File: src/hw/rtl/abvs_pkg.sv
package abvs_pkg;

    localparam int DEF_STEP_WIDTH    = 32;
    localparam int DEF_FRACTION_BITS = 16;
    localparam int QUEUE_DEPTH       = 2;

    localparam logic [1:0] ST_OK   = 2'd0;
    localparam logic [1:0] ST_DIV0 = 2'd1;
    localparam logic [1:0] ST_SAT  = 2'd2;

    localparam logic [1:0] ORD_0     = 2'd0;
    localparam logic [1:0] ORD_1     = 2'd1;
    localparam logic [1:0] ORD_2     = 2'd2;
    localparam logic [1:0] ORD_3     = 2'd3;
    localparam logic [1:0] ORD_RESET = ORD_3;

    typedef struct packed {
        logic [1:0] ord;
        logic       div0;
    } t_class;

endpackage

File: src/hw/rtl/abvs_front.sv
module abvs_front
    import abvs_pkg::*;
#(
    parameter int STEP_WIDTH = DEF_STEP_WIDTH
) (
    input  logic                                      i_clk,
    input  logic                                      i_rst_n,
    input  logic                                      i_cfg_we,
    input  logic [1:0]                                i_cfg_wdata,
    input  logic                                      i_s_tvalid,
    output logic                                      o_s_tready,
    input  logic [((3*STEP_WIDTH+7)/8)*8-1:0]         i_s_tdata,
    output logic                                      o_q_push,
    output logic [3*STEP_WIDTH+2:0]                   o_q_data,
    input  logic                                      i_q_full
);

    localparam int W = STEP_WIDTH;

    logic [1:0]   r_order;
    logic [W-1:0] w_h0, w_h1, w_h2;
    t_class       w_cls;

    always_ff @(posedge i_clk) begin
        if (!i_rst_n) begin
            r_order <= ORD_RESET;
        end else if (i_cfg_we) begin
            r_order <= i_cfg_wdata;
        end
    end

    assign w_h0 = i_s_tdata[W-1:0];
    assign w_h1 = i_s_tdata[2*W-1:W];
    assign w_h2 = i_s_tdata[3*W-1:2*W];

    // order zero runs as order one
    always_comb begin
        w_cls.ord  = (r_order == ORD_0) ? ORD_1 : r_order;
        unique case (w_cls.ord)
            ORD_3:   w_cls.div0 = (w_h1 == '0) || (w_h2 == '0);
            ORD_2:   w_cls.div0 = (w_h1 == '0);
            default: w_cls.div0 = 1'b0;
        endcase
    end

    assign o_s_tready = !i_q_full;
    assign o_q_push   = i_s_tvalid && !i_q_full;
    assign o_q_data   = {w_cls, w_h2, w_h1, w_h0};

endmodule

File: src/hw/rtl/abvs_queue.sv
module abvs_queue
    import abvs_pkg::*;
#(
    parameter int WIDTH = 3*DEF_STEP_WIDTH+3,
    parameter int DEPTH = QUEUE_DEPTH
) (
    input  logic             i_clk,
    input  logic             i_rst_n,
    input  logic             i_push,
    input  logic [WIDTH-1:0] i_data,
    input  logic             i_pop,
    output logic [WIDTH-1:0] o_data,
    output logic             o_full,
    output logic             o_empty
);

    localparam int AW = $clog2(DEPTH);
    localparam int CW = $clog2(DEPTH+1);

    logic [WIDTH-1:0] r_mem [DEPTH];
    logic [AW-1:0]    r_wr_ptr, r_rd_ptr;
    logic [CW-1:0]    r_count;
    logic             w_push, w_pop;

    assign o_full  = (r_count == CW'(DEPTH));
    assign o_empty = (r_count == '0);
    assign o_data  = r_mem[r_rd_ptr];
    assign w_push  = i_push && !o_full;
    assign w_pop   = i_pop && !o_empty;

    always_ff @(posedge i_clk) begin
        if (w_push) begin
            r_mem[r_wr_ptr] <= i_data;
        end
    end

    always_ff @(posedge i_clk) begin
        if (!i_rst_n) begin
            r_wr_ptr <= '0;
            r_rd_ptr <= '0;
            r_count  <= '0;
        end else begin
            if (w_push) begin
                r_wr_ptr <= r_wr_ptr + 1'b1;
            end
            if (w_pop) begin
                r_rd_ptr <= r_rd_ptr + 1'b1;
            end
            if (w_push && !w_pop) begin
                r_count <= r_count + 1'b1;
            end else if (w_pop && !w_push) begin
                r_count <= r_count - 1'b1;
            end
        end
    end

endmodule

File: src/hw/rtl/abvs_back.sv
module abvs_back
    import abvs_pkg::*;
#(
    parameter int STEP_WIDTH    = DEF_STEP_WIDTH,
    parameter int FRACTION_BITS = DEF_FRACTION_BITS
) (
    input  logic                                 i_clk,
    input  logic                                 i_rst_n,
    input  logic                                 i_q_valid,
    input  logic [3*STEP_WIDTH+2:0]              i_q_data,
    output logic                                 o_q_pop,
    output logic                                 o_m_tvalid,
    input  logic                                 i_m_tready,
    output logic [((3*STEP_WIDTH+7)/8)*8-1:0]    o_m_tdata,
    output logic [1:0]                           o_m_tuser
);

    localparam int W     = STEP_WIDTH;
    localparam int F     = FRACTION_BITS;
    localparam int ODW   = ((3*W+7)/8)*8;
    localparam int BW    = W+4;
    localparam int PW    = 2*W+4;
    localparam int DW    = 2*W+4;
    localparam int NW    = 2*W+5;
    localparam int QB    = W+2;
    localparam int NNW   = NW+F+1;
    localparam int HW    = NNW-QB;
    localparam int CMPW  = (HW > DW) ? HW : DW;
    localparam int CNTW  = $clog2(QB+1);

    localparam logic [W+1:0] LIM_NEG = {3'b001, {(W-1){1'b0}}};
    localparam logic [W+1:0] LIM_POS = LIM_NEG - 1'b1;

    typedef enum logic [3:0] {
        S_IDLE, S_LOAD, S_MUL_D, S_SCALE, S_MUL_N, S_ADD,
        S_DIV_INIT, S_DIV, S_STORE, S_OUT
    } t_state;

    t_state          r_state;
    logic [W-1:0]    r_h0, r_h1, r_h2;
    logic [1:0]      r_ord;
    logic            r_div0;
    logic [1:0]      r_k;
    logic [W-1:0]    r_m;
    logic [BW-1:0]   r_b;
    logic [PW-1:0]   r_acc;
    logic [CNTW-1:0] r_cnt;
    logic [DW-1:0]   r_den;
    logic [NW-1:0]   r_num;
    logic [DW-1:0]   r_rem;
    logic [QB-1:0]   r_lo;
    logic [QB-1:0]   r_q;
    logic            r_big;
    logic [W-1:0]    r_w [3];
    logic            r_sat;
    logic            r_out_valid;
    logic [ODW-1:0]  r_out_data;
    logic [1:0]      r_out_user;

    logic [W:0]      w_s;
    logic [BW-1:0]   w_h0x2, w_h1x3, w_h2x3;
    logic [W-1:0]    w_da, w_na;
    logic [W:0]      w_db;
    logic [BW-1:0]   w_nb;
    logic            w_k6, w_addden, w_neg;
    logic [1:0]      w_last;
    logic [W+4:0]    w_sum;
    logic [PW-1:0]   w_acc_step;
    logic [DW-1:0]   w_den_scaled;
    logic [NNW-1:0]  w_nn;
    logic [HW-1:0]   w_hi;
    logic            w_big;
    logic [DW:0]     w_r2;
    logic            w_ge;
    logic [W+1:0]    w_mag, w_lim, w_magc;
    logic            w_sat_now;
    logic [W-1:0]    w_wt;

    // operand selection for the current weight
    always_comb begin
        w_s    = {1'b0, r_h1} + {1'b0, r_h2};
        w_h0x2 = BW'({r_h0, 1'b0});
        w_h1x3 = BW'({r_h1, 1'b0}) + BW'(r_h1);
        w_h2x3 = BW'({r_h2, 1'b0}) + BW'(r_h2);
        w_da    = W'(1);
        w_db    = (W+1)'(1);
        w_k6    = 1'b0;
        w_na    = '0;
        w_nb    = '0;
        w_addden = 1'b1;
        w_neg   = 1'b0;
        w_last  = 2'd0;
        unique case (r_ord)
            ORD_3: begin
                w_last = 2'd2;
                w_k6   = 1'b1;
                w_na   = r_h0;
                unique case (r_k)
                    2'd0: begin
                        w_da = r_h1;
                        w_db = w_s;
                        w_nb = w_h0x2 + (w_h1x3 << 1) + w_h2x3;
                    end
                    2'd1: begin
                        w_da     = r_h1;
                        w_db     = {1'b0, r_h2};
                        w_nb     = w_h0x2 + w_h1x3 + w_h2x3;
                        w_addden = 1'b0;
                        w_neg    = 1'b1;
                    end
                    default: begin
                        w_da     = r_h2;
                        w_db     = w_s;
                        w_nb     = w_h0x2 + w_h1x3;
                        w_addden = 1'b0;
                    end
                endcase
            end
            ORD_2: begin
                w_last = 2'd1;
                w_da   = r_h1;
                w_db   = (W+1)'(2);
                w_na   = r_h0;
                w_nb   = BW'(1);
                if (r_k != 2'd0) begin
                    w_addden = 1'b0;
                    w_neg    = 1'b1;
                end
            end
            default: begin
                w_last = 2'd0;
            end
        endcase
    end

    // shift-add multiplier step, divider step, rounding and saturation
    always_comb begin
        w_sum        = {1'b0, r_acc[PW-1:W]} + (r_m[0] ? {1'b0, r_b} : '0);
        w_acc_step   = {w_sum, r_acc[W-1:1]};
        w_den_scaled = w_k6 ? ((r_acc << 2) + (r_acc << 1)) : r_acc;
        w_nn         = {r_num, {(F+1){1'b0}}};
        w_hi         = w_nn[NNW-1:QB];
        w_big        = CMPW'(w_hi) >= CMPW'(r_den);
        w_r2         = {r_rem, r_lo[QB-1]};
        w_ge         = w_r2 >= {1'b0, r_den};
        w_mag        = (r_q >> 1) + (W+2)'(r_q[0]);
        w_lim        = w_neg ? LIM_NEG : LIM_POS;
        w_sat_now    = r_big || (w_mag > w_lim);
        w_magc       = w_sat_now ? w_lim : w_mag;
        w_wt         = w_neg ? (~w_magc[W-1:0] + 1'b1) : w_magc[W-1:0];
    end

    assign o_q_pop    = (r_state == S_IDLE) && i_q_valid;
    assign o_m_tvalid = r_out_valid;
    assign o_m_tdata  = r_out_data;
    assign o_m_tuser  = r_out_user;

    always_ff @(posedge i_clk) begin
        if (!i_rst_n) begin
            r_state     <= S_IDLE;
            r_out_valid <= 1'b0;
        end else begin
            if (r_out_valid && i_m_tready && (r_state != S_OUT)) begin
                r_out_valid <= 1'b0;
            end
            unique case (r_state)
                S_IDLE: begin
                    if (i_q_valid) begin
                        r_h0   <= i_q_data[W-1:0];
                        r_h1   <= i_q_data[2*W-1:W];
                        r_h2   <= i_q_data[3*W-1:2*W];
                        r_ord  <= i_q_data[3*W+2:3*W+1];
                        r_div0 <= i_q_data[3*W];
                        r_k    <= 2'd0;
                        r_sat  <= 1'b0;
                        r_w[0] <= '0;
                        r_w[1] <= '0;
                        r_w[2] <= '0;
                        r_state <= i_q_data[3*W] ? S_OUT : S_LOAD;
                    end
                end
                S_LOAD: begin
                    r_m     <= w_da;
                    r_b     <= BW'(w_db);
                    r_acc   <= '0;
                    r_cnt   <= CNTW'(W);
                    r_state <= S_MUL_D;
                end
                S_MUL_D: begin
                    r_acc <= w_acc_step;
                    r_m   <= r_m >> 1;
                    r_cnt <= r_cnt - 1'b1;
                    if (r_cnt == CNTW'(1)) begin
                        r_state <= S_SCALE;
                    end
                end
                S_SCALE: begin
                    r_den   <= w_den_scaled;
                    r_m     <= w_na;
                    r_b     <= w_nb;
                    r_acc   <= '0;
                    r_cnt   <= CNTW'(W);
                    r_state <= S_MUL_N;
                end
                S_MUL_N: begin
                    r_acc <= w_acc_step;
                    r_m   <= r_m >> 1;
                    r_cnt <= r_cnt - 1'b1;
                    if (r_cnt == CNTW'(1)) begin
                        r_state <= S_ADD;
                    end
                end
                S_ADD: begin
                    r_num   <= NW'(r_acc) + (w_addden ? NW'(r_den) : '0);
                    r_state <= S_DIV_INIT;
                end
                S_DIV_INIT: begin
                    r_big   <= w_big;
                    r_rem   <= DW'(w_hi);
                    r_lo    <= w_nn[QB-1:0];
                    r_q     <= '0;
                    r_cnt   <= CNTW'(QB);
                    r_state <= w_big ? S_STORE : S_DIV;
                end
                S_DIV: begin
                    r_rem <= w_ge ? DW'(w_r2 - {1'b0, r_den}) : DW'(w_r2);
                    r_lo  <= r_lo << 1;
                    r_q   <= {r_q[QB-2:0], w_ge};
                    r_cnt <= r_cnt - 1'b1;
                    if (r_cnt == CNTW'(1)) begin
                        r_state <= S_STORE;
                    end
                end
                S_STORE: begin
                    r_w[r_k] <= w_wt;
                    r_sat    <= r_sat || w_sat_now;
                    if (r_k == w_last) begin
                        r_state <= S_OUT;
                    end else begin
                        r_k     <= r_k + 1'b1;
                        r_state <= S_LOAD;
                    end
                end
                S_OUT: begin
                    if (!r_out_valid || i_m_tready) begin
                        r_out_valid <= 1'b1;
                        r_out_data  <= ODW'({r_w[2], r_w[1], r_w[0]});
                        r_out_user  <= r_div0 ? ST_DIV0 : (r_sat ? ST_SAT : ST_OK);
                        r_state     <= S_IDLE;
                    end
                end
                default: begin
                    r_state <= S_IDLE;
                end
            endcase
        end
    end

endmodule

File: src/hw/rtl/adams_bashforth_variable_step_coeffs_core.sv
// Variable-step Adams-Bashforth weights of order 1 to 3 from three past step sizes (newest
// first, unsigned Q with FRACTION_BITS fraction bits), given as signed fixed-point weights
// rounded to nearest with ties away from zero and saturated. Status on o_m_tuser: 0 ok,
// 1 zero step as divisor (all weights zero), 2 some weight saturated. The order register is
// sampled when a step set enters, a zero is run as order one. Items enter a two-entry queue
// and can be taken every cycle while it has room; the back end takes one item at a time and
// needs, per weight, two serial shift-add products and a bit-serial restoring division, then
// hands the weights to the output register; a weight whose quotient is far out of range skips
// its division, and a zero-divisor item goes straight to the output.
module adams_bashforth_variable_step_coeffs_core
    import abvs_pkg::*;
#(
    parameter int STEP_WIDTH    = DEF_STEP_WIDTH,
    parameter int FRACTION_BITS = DEF_FRACTION_BITS
) (
    input  logic                              i_clk,
    input  logic                              i_rst_n,
    input  logic                              i_cfg_we,
    input  logic [1:0]                        i_cfg_wdata,
    input  logic                              i_s_tvalid,
    output logic                              o_s_tready,
    // dt_newest, dt_previous, dt_oldest
    input  logic [((3*STEP_WIDTH+7)/8)*8-1:0] i_s_tdata,
    output logic                              o_m_tvalid,
    input  logic                              i_m_tready,
    // weight_newest, weight_previous, weight_oldest
    output logic [((3*STEP_WIDTH+7)/8)*8-1:0] o_m_tdata,
    // status
    output logic [1:0]                        o_m_tuser
);

    localparam int QW = 3*STEP_WIDTH+3;

    logic          w_push, w_pop, w_full, w_empty;
    logic [QW-1:0] w_q_in, w_q_out;

    abvs_front #(
        .STEP_WIDTH (STEP_WIDTH)
    ) u_front (
        .i_clk       (i_clk),
        .i_rst_n     (i_rst_n),
        .i_cfg_we    (i_cfg_we),
        .i_cfg_wdata (i_cfg_wdata),
        .i_s_tvalid  (i_s_tvalid),
        .o_s_tready  (o_s_tready),
        .i_s_tdata   (i_s_tdata),
        .o_q_push    (w_push),
        .o_q_data    (w_q_in),
        .i_q_full    (w_full)
    );

    abvs_queue #(
        .WIDTH (QW),
        .DEPTH (QUEUE_DEPTH)
    ) u_queue (
        .i_clk   (i_clk),
        .i_rst_n (i_rst_n),
        .i_push  (w_push),
        .i_data  (w_q_in),
        .i_pop   (w_pop),
        .o_data  (w_q_out),
        .o_full  (w_full),
        .o_empty (w_empty)
    );

    abvs_back #(
        .STEP_WIDTH    (STEP_WIDTH),
        .FRACTION_BITS (FRACTION_BITS)
    ) u_back (
        .i_clk      (i_clk),
        .i_rst_n    (i_rst_n),
        .i_q_valid  (!w_empty),
        .i_q_data   (w_q_out),
        .o_q_pop    (w_pop),
        .o_m_tvalid (o_m_tvalid),
        .i_m_tready (i_m_tready),
        .o_m_tdata  (o_m_tdata),
        .o_m_tuser  (o_m_tuser)
    );

`ifndef SYNTHESIS
    a_status_code: assert property (@(posedge i_clk) disable iff (!i_rst_n)
        o_m_tvalid |-> (o_m_tuser == ST_OK || o_m_tuser == ST_DIV0 || o_m_tuser == ST_SAT))
        else $error("invalid status code");

    a_div0_zero: assert property (@(posedge i_clk) disable iff (!i_rst_n)
        (o_m_tvalid && o_m_tuser == ST_DIV0) |-> (o_m_tdata[3*STEP_WIDTH-1:0] == '0))
        else $error("zero divisor result carries nonzero weights");

    a_no_pop_empty: assert property (@(posedge i_clk) disable iff (!i_rst_n)
        w_pop |-> !w_empty)
        else $error("back end took an item from an empty queue");
`endif

endmodule
File: config.mk
export PLATFORM = sky130hd
export DESIGN_NAME = adams_bashforth_variable_step_coeffs_core
export DESIGN_NICKNAME = d
export VERILOG_FILES = /design/src/hw/rtl/abvs_pkg.sv /design/src/hw/rtl/abvs_front.sv /design/src/hw/rtl/abvs_queue.sv /design/src/hw/rtl/abvs_back.sv /design/src/hw/rtl/adams_bashforth_variable_step_coeffs_core.sv
export SDC_FILE = /design/constraint.sdc
export NUM_CORES = 2
export LEC_CHECK = 0
export BUFFER_PORTS_ARGS = -buffer_cell sky130_fd_sc_hd__buf_2
export CAP_MARGIN = 20
export CORE_AREA = 2 2 434 264
export DETAILED_ROUTE_END_ITERATION = 6
export DIE_AREA = 0 0 436 266
export PLACE_DENSITY = 0.68
export RECOVER_POWER = 50
export SLEW_MARGIN = 20
export SYNTH_ARGS = -nofsm -noshare
export SYNTH_HDL_FRONTEND = slang
export SYNTH_SLANG_ARGS = --single-unit
File: constraint.sdc
create_clock -name i_clk -period 8.96 [get_ports i_clk]
set_input_delay 0.896 -clock i_clk [delete_from_list [all_inputs] [get_ports i_clk]]
set_output_delay 0.896 -clock i_clk [all_outputs]
set_load 0.03 [all_outputs]
### After elaboration in Yosys (flattened, before gate mapping)

Memories as Yosys holds them, arrays and structs flattened. A register that Yosys moved wholly into a read port is not among the register bits.
Index checks and enable logic that the tools add are counted.

* multiplexer cells: 65
* add/sub/neg operators: 19
* bitwise gates (word level): 2
* order comparisons: 3
* reductions and logical operators: 50
* eq/ne operators: 24

Operator list (count)
* $pmux W68 S2: 2
* $pmux W36 S2: 3
* $mux W68: 3
* $mux W32: 6
* $pmux W34 S2: 2
* $pmux W32 S3: 1
* $add A33 B36 Y36: 2
* $add A36 B36 Y36: 2
* $add A68 B69 Y69: 1
* $ge A69 B68 Y1: 1
* $add A33 B32 Y34: 2
* $add A68 B68 Y68: 1
* $ge A52 B68 Y1: 1
* $sub A68 B68 Y68: 1
* $pmux W33 S2: 1
* $logic_not A32 Y1: 2
* $pmux W32 S2: 1
* $pmux W4 S10: 1
* $add A36 B37 Y37: 1
* $mux W36: 1
* $add A33 B1 Y34: 1
* $gt A34 B32 Y1: 1
* $add A32 B32 Y33: 1
* $mux W33: 1
* 38 further kinds: 124

* memories: 2
* bits of input ports: 103
* output and inout bits: 100
* flip-flop bits (word level): 531
* bits in writable memories: 294

Memory list
* u_queue.r_mem: words 2, bits a word 99, read ports 1, clocked after Yosys merged registers in 1, wr ports 1, line abvs_queue.sv:20 `logic [WIDTH-1:0] r_mem [DEPTH];`
* u_back.r_w: words 3, bits a word 32, read ports 3, clocked after Yosys merged registers in 3, wr ports 3, line abvs_back.sv:54 `logic [W-1:0] r_w [3];`

### Logic depth before layout (Yosys ltp)

* word-level depth: 11
* mapped depth: 35
* mapped depth without buffers: 35

### Hierarchy

Synthesis repeated with hierarchy kept, for this count alone.

* cell total of the unflattened synthesis: 6215
* area, all modules: 62005.7 µm²

By module, submodules not included
* abvs_back: area an instance 53625.2 µm², cells each 5749, times used 1
* abvs_queue: area an instance 7405.9 µm², cells each 333, times used 1
* abvs_front: area an instance 970.9 µm², cells each 132, times used 1
* adams_bashforth_variable_step_coeffs_core: area an instance 3.8 µm², cells each 1, times used 1

### Worst setup path before layout

Ideal clock, no wire load.

* path kind: input -> register
* start: in i_rst_n
* end: reg u_back.r_num[0] (enable)
* slack: 2.055 ns
* path buffers: 1
* data required time: 8.365 ns
* stages: 3
* data arrival time: 6.310 ns
* cell sequence: clkbuf_1 > nand2_1 > nor3b_1

* word-level cells in the longest chain between the ends: 1

Ends and longest elaborated chain
* from (decl): line adams_bashforth_variable_step_coeffs_core.sv:17 `input logic i_rst_n,`
* $reduce_and A2 Y1 (no line)
* to (signal assigned): line abvs_back.sv:214 `r_num <= NW'(r_acc) + (w_addden ? NW'(r_den) : '0);`
* to (decl): line abvs_back.sv:49 `logic [NW-1:0] r_num;`

Every way passes these cells.
A chain may end at the register's enable or synchronous reset.

### Worst setup path in the final report

* start: reg u_back.r_h1[2]
* end: reg u_back.r_b[34] (data pin)

* word-level cells in the longest chain between the ends: 6
* elaborated cells between the ends (all ways): 8
* those cells by class: add/sub (5); mux (3)

Ends and longest elaborated chain
* from (decl): line abvs_back.sv:40 `logic [W-1:0] r_h0, r_h1, r_h2;`
* from (signal assigned): line abvs_back.sv:170 `r_h1 <= i_q_data[2*W-1:W];`
* $add A33 B32 Y34 *: line abvs_back.sv:83 `w_h1x3 = BW'({r_h1, 1'b0}) + BW'(r_h1);`
* $add A33 B36 Y36, on equally long branches: line abvs_back.sv:107, abvs_back.sv:114, abvs_back.sv:102
* $add A36 B36 Y36, on equally long branches: line abvs_back.sv:107, abvs_back.sv:102
* $pmux W36 S2 *: line abvs_back.sv:98 `unique case (r_k)`
* $pmux W36 S2 *: line abvs_back.sv:93 `unique case (r_ord)`
* $pmux W36 S2 *: line abvs_back.sv:166 `unique case (r_state)`
* to (signal assigned): line abvs_back.sv:184 `r_b <= BW'(w_db);`
* to (signal assigned): line abvs_back.sv:200 `r_b <= w_nb;`
* to (decl): line abvs_back.sv:45 `logic [BW-1:0] r_b;`

Mark *: on every way between the ends. The rest lies on a longest branch, timed or not.

==> flow_summary.json <==
{
  "p_per_area_nw_per_um2": 360,
  "routedWlPerCell_um": 22.0,
  "cts_buffer_depth": 3,
  "synth.avg_cell_area_um2": 10.2,
  "max_freq_mhz": 127,
  "nFillCells": 9604,
  "setup-tns-final_ns": 0,
  "min_from": "i_s_tdata[24]",
  "syn_inst": 5975,
  "cp-end-kind": "flip-flop",
  "violations": "capacitance limit, slew limit",
  "synth_area_um2": 61100,
  "ys_ff_latch": 905,
  "crit_arrival_ns": 8.33,
  "area_growth_pct": 8.35,
  "yosysSeqAreaShare_pct": 44.3,
  "ios": 203,
  "place.gp.congestion": 0.958,
  "period_share_pct": 87.9,
  "setup.worst_path.start_class": "flip-flop",
  "syn_nets": 6648,
  "cp_common_cell": "a21oi_1",
  "grt_max_degree": 90,
  "slew_headroom_pct": -179,
  "clock_latency_ns": 0.73,
  "grt_overflow": 0,
  "grt.total_usage_pct": 28.4,
  "synth_top_area_share_pct": 43.9,
  "synth_flop_cell": "edfxtp_1",
  "cts_resized": 0,
  "r2r-start": "u_back.r_h1[2]",
  "synth_enable_flop_cells": 893,
  "yosysMostFrequentCell": "edfxtp_1",
  "cts_buffers": 89,
  "min_period_ns": 7.87,
  "ir_drop_v": 0.000305,
  "yosys_warnings": 0,
  "cts_hold_buf": 0,
  "synth_commonest_cells": "893 x edfxtp_1, 528 x ha_1, 506 x nand2_1",
  "portBuffers": 202,
  "grt_pass1_wl_um": 258000,
  "skew_ns": 0.0560,
  "die_x_um": 436,
  "setup_viol": 0,
  "hold_viol": 0,
  "crit_path_max_fanout": 6,
  "vias": 47588,
  "power.leakage_uw": 0.0262,
  "final_layout_size_suffix_gt1_share_pct": 5.49,
  "drv_cap": 18,
  "die_h_um": 266,
  "startpoint": "u_back.r_h1[2]",
  "cts_tree": "built",
  "synth.area.top_cells": "edfxtp_1 44%, ha_1 11%, a21oi_1 4.0%, xnor2_1 3.6%, o21ai_0 3.4%",
  "initial_core_util_pct": 54.2,
  "drv_slew": 802,
  "tightest_slew_ns": 4.18,
  "grt_pass1_vias": 42782,
  "worstPathRequired_ns": 9.42,
  "postRouteAntennaNets": 0,
  "final_util_pct": 58.7,
  "die-area_um2": 116000,
  "synthArstFlopShare_pct": 0,
  "dr.pass1.iters": 6,
  "grt_setup_unrepaired": "no",
  "routed_wl_um": 170000,
  "status": "complete, but fails checks",
  "clockRootBuffer": "clkbuf_16",
  "antenna_found_initial": 3,
  "clkTransAtPathRegs_ns": 0.06,
  "synth_area_leader_cell": "edfxtp_1",
  "worst_path_max_delay_cell": "edfxtp_1",
  "postCtsSetupBuffers": 0,
  "crit_path_max_incr_delay_ns": 0.48,
  "dpl.hpwl_um": 128000,
  "fin_nets": 6775,
  "core_um2": 113000,
  "worstSetupPathType": "flip-flop to flip-flop",
  "ctsHtreeMaxLevel": 3,
  "ys_types": 97,
  "hold_class": "input port to flip-flop",
  "placementRows": 96,
  "viasPerCell": 6.18,
  "drt_iter0_markers": 5233,
  "drc": 0,
  "clock_sinks": 905
}
[per-stage QoR]
step	total power [uW]	std cells	cell area [um^2]	worst slack (ns)	hold slack, ns
after CTS	23600	7691	66500	1.23	0.327
after floorplan	16400	5975	61100	2.05	0.400
after global placement	19600	7528	63600	1.44	0.401
after detailed placement	19700	7528	63600	1.23	0.405
final	23800	7695	66200	1.09	0.372
after global routing	25500	7694	66200	0.565	0.332
[cell families (layout without fill, tap and decap cells)]
group                      count (synthesis)  after routing  synth area share [%]
buffers and inverters                    419            618                  2.68
DFF                                      905            905                  44.3
and+or+nand+nor                         1783           1783                  14.2
adders and majority gates                570            570                  12.2
muxes                                    156            156                  2.76
AOI/OAI and AO/OA                       1717           1717                  17.8
xor gates and xnor gates                 425            425                  6.10
other                                      0              2                     0
[cell type report]
class / count / area, um^2 / area share (%)
clock inverters: 50 / 526 / 0.794
multi-input cells: 4651 / 32500 / 49.1
repair buffers: 249 / 1100 / 1.66
clock buffers: 113 / 2350 / 3.55
flip-flops and latches: 905 / 27100 / 40.9
inverters: 206 / 776 / 1.17
well taps: 1519 / 1900 / 2.87
diodes: 2 / 5.00 / 0.00756
[sequential cells by signal (all words and copies together), names as in the netlist, 17 cells and up, named ones only]
| name | count |
|---|---|
| u_back.r_den | 68 |
| u_back.r_lo | 17 |
| u_back.r_w | 96 |
| u_back.r_m | 32 |
| u_back.r_acc | 68 |
| u_back.r_b | 36 |
| u_back.r_h2 | 32 |
| u_queue.r_mem | 198 |
| u_back.r_h1 | 32 |
| u_back.r_q | 34 |
| u_back.r_rem | 68 |
| u_back.r_h0 | 32 |
| o_m_tdata | 96 |
| u_back.r_num | 69 |
[layout by cell type, fill, tap and decap left out, drive strengths merged, types with 44 or more instances in the layout]
master  synthesis  final
nand2b         70     70
o21a           50     50
xnor2         252    252
a21oi         490    490
inv           206    215
mux2i          55     55
o21bai         58     58
a31oi          54     54
nor2          458    458
xor2          173    173
nor4           49     49
nand4          82     82
mux2          101    101
edfxtp        893    893
nand2         508    508
and2          191    191
o21ai         427    427
a22oi          44     44
a211oi         57     57
clkbuf        182    307
buf            31     55
nor2b          87     87
nand3         111    111
a21o          272    272
nor3           83     83
ha            528    528
[where the power goes]
| group | internal, uW | switching [uW] |
|---|---|---|
| logic | 5550 | 8440 |
| registers | 5580 | 473 |
| clock network | 2040 | 1750 |
| total | 13200 | 10700 |
[routing by layer]
layer	vias up	part of all wire [%]	GRT usage [%]
li1	22539	-	-
met1	23038	49	46.2
met2	1842	39	37.5
met3	169	10	7.35
met4	0	1.4	4.82
met5	-	0	0
[critical path: cells and delay by family (launching register included)]
family,cells,cell delay (ns)
AOI/OAI and AO/OA,19,4.15
and+or+nand+nor,9,1.67
adders and majority gates,3,1.08
DFF,1,0.48
xor gates and xnor gates,2,0.21
[final timing paths]
check                         end  slack [ns]  cells after the start
min reg2reg         o_m_tdata[31]        0.41                      0
max                u_back.r_b[34]        1.09                     33
min          u_queue.r_mem[0][24]        0.37                      1
max reg2reg        u_back.r_b[34]        1.09                     33
No activity file was read; power rests on OpenSTA's default activity.
